## config.mk

```make
export PLATFORM = sky130hd
export DESIGN_NAME = keypad_code_lock_top
export DESIGN_NICKNAME = d
export VERILOG_FILES = /design/src/hdl/kcl_pkg.sv /design/src/hdl/keypad_code_lock_top.sv
export SDC_FILE = /design/constraint.sdc
export NUM_CORES = 1
export LEC_CHECK = 0
export BUFFER_PORTS_ARGS = -buffer_cell sky130_fd_sc_hd__buf_2
export CORE_ASPECT_RATIO = 0.6
export CORE_UTILIZATION = 25
export CTS_CLUSTER_SIZE = 10
export DETAILED_ROUTE_END_ITERATION = 7
export HOLD_SLACK_MARGIN = 0.03
export PLACE_DENSITY = 0.41
export REMOVE_ABC_BUFFERS = 1
export SETUP_SLACK_MARGIN = 0.1
export SYNTH_ARGS = -nofsm -noshare
export SYNTH_HDL_FRONTEND = slang
export SYNTH_SLANG_ARGS = --single-unit
```

## constraint.sdc

```tcl
create_clock -name clk -period 3.1 [get_ports clk]
set_input_delay 0.155 -clock clk [delete_from_list [all_inputs] [get_ports clk]]
set_output_delay 0.155 -clock clk [all_outputs]
set_load 0.02 [all_outputs]
```

## src/hdl/kcl_pkg.sv

```systemverilog
// Package with the shared types and constants of the keypad code lock.
package kcl_pkg;

  typedef enum logic [3:0] {
    MODE_ENTRY     = 4'b0001,
    MODE_WELCOME   = 4'b0010,
    MODE_INCORRECT = 4'b0100,
    MODE_LOCKED    = 4'b1000
  } mode_t;

  localparam logic [1:0] SCREEN_ENTRY     = 2'd0;
  localparam logic [1:0] SCREEN_WELCOME   = 2'd1;
  localparam logic [1:0] SCREEN_INCORRECT = 2'd2;
  localparam logic [1:0] SCREEN_LOCKED    = 2'd3;

  localparam logic [2:0] REG_CODE_FIRST      = 3'd0;
  localparam logic [2:0] REG_CODE_SECOND     = 3'd1;
  localparam logic [2:0] REG_CODE_THIRD      = 3'd2;
  localparam logic [2:0] REG_CODE_FOURTH     = 3'd3;
  localparam logic [2:0] REG_ERROR_LIMIT     = 3'd4;
  localparam logic [2:0] REG_WELCOME_POLLS   = 3'd5;
  localparam logic [2:0] REG_INCORRECT_POLLS = 3'd6;
  localparam logic [2:0] REG_LOCKOUT_POLLS   = 3'd7;

  localparam int          NUM_CODE_DIGITS = 4;
  localparam logic [2:0]  ROW_LAST        = 3'd4;
  localparam logic [1:0]  COL_STAR        = 2'd1;
  localparam logic [1:0]  COL_ZERO        = 2'd2;
  localparam logic [1:0]  COL_CONFIRM     = 2'd3;
  localparam logic [3:0]  TALLY_MAX       = 4'd15;

endpackage

```

## src/hdl/keypad_code_lock_top.sv

```systemverilog
// Top level of the keypad code lock: configuration, poll update and result register.
// A poll's result is registered in the output register when the poll is accepted.
// One poll per cycle when ready; the state update and code compare are combinational.
// The input side stays ready while the result register is empty or being drained.
// Reset (synchronous, active high) loads the default code and hold lengths and clears
// the entry, the error count, the hold timer and the output valid flag.
module keypad_code_lock_top #(
  parameter int CODE_LENGTH = 4
) (
  input  logic       clk,
  input  logic       rst,
  input  logic       s_tvalid,
  output logic       s_tready,
  input  logic [7:0] s_tdata,   // row_hit[2:0], column_hit[4:3], zero fill
  output logic       m_tvalid,
  input  logic       m_tready,
  output logic [15:0] m_tdata,  // screen_mode[1:0], digits_shown[4:2], beep_pulse[5],
                                // open_pulse[6], failed_attempts[10:7], zero fill
  input  logic       cfg_valid,
  output logic       cfg_ready,
  input  logic [2:0] cfg_index,
  input  logic [7:0] cfg_data
);
  import kcl_pkg::*;

  localparam int CNT_W = $clog2(CODE_LENGTH + 1);

  logic [3:0] code_digit [NUM_CODE_DIGITS];
  logic [3:0] error_limit;
  logic [7:0] welcome_polls;
  logic [7:0] incorrect_polls;
  logic [7:0] lockout_polls;

  logic [3:0]       entered_digits [CODE_LENGTH];
  logic [3:0]       entered_digits_next [CODE_LENGTH];
  logic [CNT_W-1:0] entry_count, entry_count_next;
  logic             press_consumed, press_consumed_next;
  logic             beep_done, beep_done_next;
  logic [3:0]       error_tally, error_tally_next;
  mode_t            mode_now, mode_next;
  logic [7:0]       hold_timer, hold_timer_next;

  logic [2:0] row;
  logic [1:0] col;
  logic       key, is_digit, is_confirm, match, beep, open;
  logic [3:0] digit_value, row_offset, tally_inc;
  logic [3:0] code_want [CODE_LENGTH];
  logic [1:0] screen;
  logic [3:0] count_ext;
  logic       accept;
  logic       past_valid;

  assign cfg_ready = 1'b1;
  assign s_tready  = !m_tvalid || m_tready;
  assign accept    = s_tvalid && s_tready;

  assign row = s_tdata[2:0];
  assign col = s_tdata[4:3];
  assign key = (row != 3'd0) && (row <= ROW_LAST) && (col != 2'd0);
  assign is_digit   = (row != ROW_LAST) || (col == COL_ZERO);
  assign is_confirm = (row == ROW_LAST) && (col == COL_CONFIRM);

  always_comb begin
    case (row)
      3'd2:    row_offset = 4'd3;
      3'd3:    row_offset = 4'd6;
      default: row_offset = 4'd0;
    endcase
    digit_value = (row == ROW_LAST) ? 4'd0 : (4'({2'b00, col}) + row_offset);
  end

  always_comb begin
    match = 1'b1;
    for (int i = 0; i < CODE_LENGTH; i++) begin
      code_want[i] = (i < NUM_CODE_DIGITS) ? code_digit[2'(i)] : 4'd0;
      if (entered_digits[i] != code_want[i]) begin
        match = 1'b0;
      end
    end
  end

  assign tally_inc = (error_tally < TALLY_MAX) ? (error_tally + 4'd1) : error_tally;

  always_comb begin
    entered_digits_next = entered_digits;
    entry_count_next    = entry_count;
    press_consumed_next = key ? press_consumed : 1'b0;
    beep_done_next      = key ? beep_done : 1'b0;
    error_tally_next    = error_tally;
    mode_next           = mode_now;
    hold_timer_next     = hold_timer;
    beep                = 1'b0;
    open                = 1'b0;

    if (mode_now == MODE_ENTRY) begin
      if (key) begin
        if (!beep_done) begin
          beep           = 1'b1;
          beep_done_next = 1'b1;
        end
        if (is_digit && !press_consumed && (entry_count < CNT_W'(CODE_LENGTH))) begin
          for (int i = 0; i < CODE_LENGTH; i++) begin
            if (entry_count == CNT_W'(i)) begin
              entered_digits_next[i] = digit_value;
            end
          end
          entry_count_next    = entry_count + CNT_W'(1);
          press_consumed_next = 1'b1;
        end else if (is_confirm && !press_consumed &&
                     (entry_count == CNT_W'(CODE_LENGTH))) begin
          if (match) begin
            open = 1'b1;
            for (int i = 0; i < CODE_LENGTH; i++) begin
              entered_digits_next[i] = 4'd0;
            end
            mode_next       = MODE_WELCOME;
            hold_timer_next = welcome_polls;
          end else begin
            error_tally_next = tally_inc;
            if (tally_inc >= error_limit) begin
              mode_next       = MODE_LOCKED;
              hold_timer_next = lockout_polls;
            end else begin
              mode_next       = MODE_INCORRECT;
              hold_timer_next = incorrect_polls;
            end
          end
        end
      end
    end else if (hold_timer <= 8'd1) begin
      for (int i = 0; i < CODE_LENGTH; i++) begin
        entered_digits_next[i] = 4'd0;
      end
      entry_count_next    = '0;
      press_consumed_next = 1'b0;
      mode_next           = MODE_ENTRY;
      hold_timer_next     = 8'd0;
      if (mode_now != MODE_INCORRECT) begin
        beep_done_next   = 1'b0;
        error_tally_next = 4'd0;
      end
    end else begin
      hold_timer_next = hold_timer - 8'd1;
    end
  end

  always_comb begin
    case (mode_next)
      MODE_ENTRY:     screen = SCREEN_ENTRY;
      MODE_WELCOME:   screen = SCREEN_WELCOME;
      MODE_INCORRECT: screen = SCREEN_INCORRECT;
      MODE_LOCKED:    screen = SCREEN_LOCKED;
      default:        screen = SCREEN_ENTRY;
    endcase
  end

  assign count_ext = 4'(entry_count_next);

  always_ff @(posedge clk) begin
    if (rst) begin
      code_digit[0]   <= 4'd2;
      code_digit[1]   <= 4'd5;
      code_digit[2]   <= 4'd8;
      code_digit[3]   <= 4'd0;
      error_limit     <= 4'd5;
      welcome_polls   <= 8'd50;
      incorrect_polls <= 8'd10;
      lockout_polls   <= 8'd100;
    end else if (cfg_valid && cfg_ready) begin
      case (cfg_index)
        REG_CODE_FIRST:      code_digit[0]   <= cfg_data[3:0];
        REG_CODE_SECOND:     code_digit[1]   <= cfg_data[3:0];
        REG_CODE_THIRD:      code_digit[2]   <= cfg_data[3:0];
        REG_CODE_FOURTH:     code_digit[3]   <= cfg_data[3:0];
        REG_ERROR_LIMIT:     error_limit     <= cfg_data[3:0];
        REG_WELCOME_POLLS:   welcome_polls   <= cfg_data;
        REG_INCORRECT_POLLS: incorrect_polls <= cfg_data;
        REG_LOCKOUT_POLLS:   lockout_polls   <= cfg_data;
        default: ;
      endcase
    end
  end

  always_ff @(posedge clk) begin
    if (rst) begin
      for (int i = 0; i < CODE_LENGTH; i++) begin
        entered_digits[i] <= 4'd0;
      end
      entry_count    <= '0;
      press_consumed <= 1'b0;
      beep_done      <= 1'b0;
      error_tally    <= 4'd0;
      mode_now       <= MODE_ENTRY;
      hold_timer     <= 8'd0;
      m_tvalid       <= 1'b0;
      past_valid     <= 1'b0;
    end else begin
      past_valid <= 1'b1;
      if (accept) begin
        entered_digits <= entered_digits_next;
        entry_count    <= entry_count_next;
        press_consumed <= press_consumed_next;
        beep_done      <= beep_done_next;
        error_tally    <= error_tally_next;
        mode_now       <= mode_next;
        hold_timer     <= hold_timer_next;
        m_tvalid       <= 1'b1;
      end else if (m_tready) begin
        m_tvalid <= 1'b0;
      end
    end
  end

  always_ff @(posedge clk) begin
    if (accept) begin
      m_tdata <= {5'd0, error_tally_next, open, beep, count_ext[2:0], screen};
    end
  end

  assert property (@(posedge clk) disable iff (rst)
    entry_count <= CNT_W'(CODE_LENGTH))
    else $error("Entry count exceeds the code length.");

  assert property (@(posedge clk) disable iff (rst)
    past_valid && (error_tally != $past(error_tally)) |->
      (error_tally == $past(error_tally) + 4'd1) || (error_tally == 4'd0))
    else $error("Error tally moved other than by one step or a clear.");

  assert property (@(posedge clk) disable iff (rst)
    accept && open |=> (mode_now == MODE_WELCOME) && (m_tdata[1:0] == SCREEN_WELCOME))
    else $error("A confirmed code did not enter the welcome screen.");

endmodule

```

==> summary.txt <==
Via density -> 4.712
Vias in the first global route -> 3880
Synthesized area -> 4883 µm²
Leakage -> 2.210 nW
ANT nets after route -> 0
Fraction of layout instances using a drive strength above 1 -> 14.64%
Post-DP HPWL -> 10480 µm
Yosys warns -> 0
Placed inst area -> 5410 µm²
Pwr/cell area -> 458.6 nW/µm²
Endpoint class of the critical path -> register
CTS sink cnt -> 93
Area growth syn-to-layout -> 16.55%
Die Area -> 20120 µm²
Total grt overflow -> 0
Commonest non-fill, non-tap cell in the layout -> nand2_1
Number of flops mapped to enable cells by yosys -> 27
Final worst slack -> 0.3623 ns
Initial core utilization -> 25.60%
Worst r2r src -> error_tally[1]
Clock Pin Slew Worst Setup and Hold Paths -> 0.07 ns
Hold WC Path Type -> primary input to register
Final cell area excluding filler cells -> 5692 µm²
Largest net degree at the start of global routing -> 27
Antenna violations before repair -> 0
Synth Register Bits -> 93
Crit path max fanout -> 10
Maximum clock path buffer count -> 2
Core area -> 19080 µm²
Fin crit period -> 2.738 ns
Run status -> finished clean
CP Launch Type -> register
Hold Path End -> m_tvalid
TritonCTS clock tree -> done
Fmax achieved -> 0.3653 GHz
Avg WL per Cell -> 16.26 µm
Post-cts resize count -> 0
GRT Util Overall -> 14.28%
DRT iter0 DRCs -> 316
DR vias -> 3925
Max IR drop VDD -> 224.4 µV
Nets -> 602
Total CTS buffers -> 9
Post-synthesis cell count -> 523
Post-CTS Setup Bufs -> 0
WL final -> 13550 µm
Die height -> 110.3 µm
Critical path type -> register to register
Drc violations -> 0
# rows -> 39
Synth Flop Type -> dfxtp_1
Unrepaired setup endpoints after global routing -> no
Max Cap Viol -> 0
Clk_skew -> 0.008518 ns
Number of diodes -> 0
Distinct cell type count after synthesis -> 61
First-pass GRT wire length -> 21740 µm
Hold Vio Cnt, Final -> 0
First-pass DRT Iterations -> 4
Capturing point of the worst reg2reg path -> hold_timer[1]
Slew @ Worst Pin -> 0.9274 ns
Htree depth -> 3
Gpl congestion -> 0.8089
Critical path arrival -> 2.96 ns
Commonest non-fill, non-tap cells in the layout -> nand2_1, dfxtp_1, nor2_1
Max Transition Viols Final -> 0
Final setup vio count -> 0
Die width -> 182.4 µm
Clk Tree Root Cell -> clkbuf_16
# fillers -> 2005
Io pins -> 43
Seq/Total Area, Yosys -> 43.66%
Hold buffer count at CTS -> 0
Worst hold path depth -> 3
Total negative setup slack -> 0 ns
R2R Setup Slk -> 0.36 ns
Async SR Flop Fraction -> 0%
DP Worst Slack -> 0.3998 ns
I/O Buffers -> 33
Worst path required time -> 3.32 ns
Clk Latency, worst-skew pair -> 0.34 ns
Syn avg cell area -> 9.337 µm²
Slew margin rel. -> 37.95%
Reg2reg path depth -> 10
Final worst path period share -> 88.31%
Hold_sp -> s_tvalid
## cells in the mapped netlist, types with 2 or more instances
library cell   n  area, µm²
a211oi_1       9      67.56
a21o_1         5      37.54
a21oi_1       26      130.1
a221oi_1       6      52.55
a22oi_1        2      15.01
and2_1        12      75.07
and3_1         2      12.51
and4_1         2      17.52
buf_1          4      15.01
buf_4          6      45.04
clkbuf_1      16      60.06
conb_1         2      7.510
dfxtp_1       66       1321
edfxtp_1      27      810.8
ha_1          15      187.7
inv_1         20      75.07
mux2_2         2      22.52
mux2i_1       28      280.3
nand2_1       71      266.5
nand2b_1      11      68.82
nand3_1       19      95.09
nand4_1        3      18.77
nor2_1        36      135.1
nor2b_1        3      18.77
nor3_1         8      40.04
nor3b_1        9      67.56
nor4_1         9      56.30
nor4b_1        4      35.03
o2111ai_1      4      35.03
o211ai_1       3      22.52
o21a_1         2      15.01
o21ai_0       22      110.1
o22ai_1        3      18.77
o311a_4        3      63.81
o31ai_1        8      60.06
or2_2          4      25.02
or3_1          6      37.54
or4_1          3      22.52
xnor2_1        4      35.03
xor2_1        17      148.9
## kinds of logic after synthesis
kind of cell / Yosys count / share of synthesized area [%]
compound gates: 106 / 16.14
xor+xnor: 21 / 3.766
fa+ha+maj: 16 / 4.253
buf+inv: 46 / 3.997
flops: 93 / 43.66
mux: 30 / 6.200
other cells: 2 / 0.1538
simple gates: 209 / 21.83
## state kept, by name, indices dropped and copies added (netlist names), 8 cells and up
register,count
incorrect_polls,8
code_digit,16
entered_digits,16
welcome_polls,8
lockout_polls,8
hold_timer,8
m_tdata,11
## stage by stage
| stage | total power, mW | util (%) | cells | hold slack (ns) |
|---|---|---|---|---|
| after global routing | 2.742 | 29.83 | 833 | 0.06467 |
| after CTS | 2.652 | 29.83 | 833 | 0.04938 |
| after floorplan | 1.467 | - | 501 | 0.2241 |
| after global placement | 1.567 | 28.36 | 817 | 0.4119 |
| after detailed placement | 1.569 | 28.36 | 817 | 0.4198 |
| final | 2.610 | 29.83 | 833 | 0.06438 |
## area by class of cell
type / instances / area, µm² / area share, %
timing repair buffer: 50 / 292.8 / 5.144
clock buffer: 9 / 225.2 / 3.957
multi-input combinational: 388 / 2577 / 45.28
sequential: 93 / 2132 / 37.46
inverter: 20 / 75.07 / 1.319
clock inverter: 7 / 56.30 / 0.9892
tap: 266 / 332.8 / 5.847
## power by group
group          internal, mW  total (mW)  switching, mW
clock                 0.558        1.07          0.514
combinational        0.0767       0.230          0.153
sequential             1.29        1.31         0.0204
## worst max-delay path, stage by stage (launching register included)
cell and delay (ns):
dfxtp_1 0.38, ha_1 0.22, nand3_1 0.18, a21oi_1 0.29
inv_1 0.07, ha_1 0.30, a2111oi_2 0.06, buf_4 0.17
or2_2 0.39, a211oi_1 0.40, o21ai_0 0.14
## worst max path at each step
stage | from | to | slack (ns) | cells after the start
3_5_place_dp | error_tally[1] | hold_timer[5] | 0.40 | 10
3_3_place_gp | error_tally[1] | hold_timer[1] | 0.48 | 10
5_1_grt | error_tally[1] | hold_timer[1] | 0.17 | 10
4_1_cts | error_tally[1] | hold_timer[5] | 0.39 | 10
2_1_floorplan | error_tally[0] | hold_timer[4] | 0.43 | 9
6_report | error_tally[1] | hold_timer[1] | 0.36 | 10
## metal layers
metal  vias up  routed length (µm)  track usage, %
met5         -                   0               0
met4         0                  14           3.061
met3         2                 598           3.318
met2        78                5318           19.92
met1      1889                7617           21.80
li1       1956                   -               -
(Power assumes the default switching activity.)
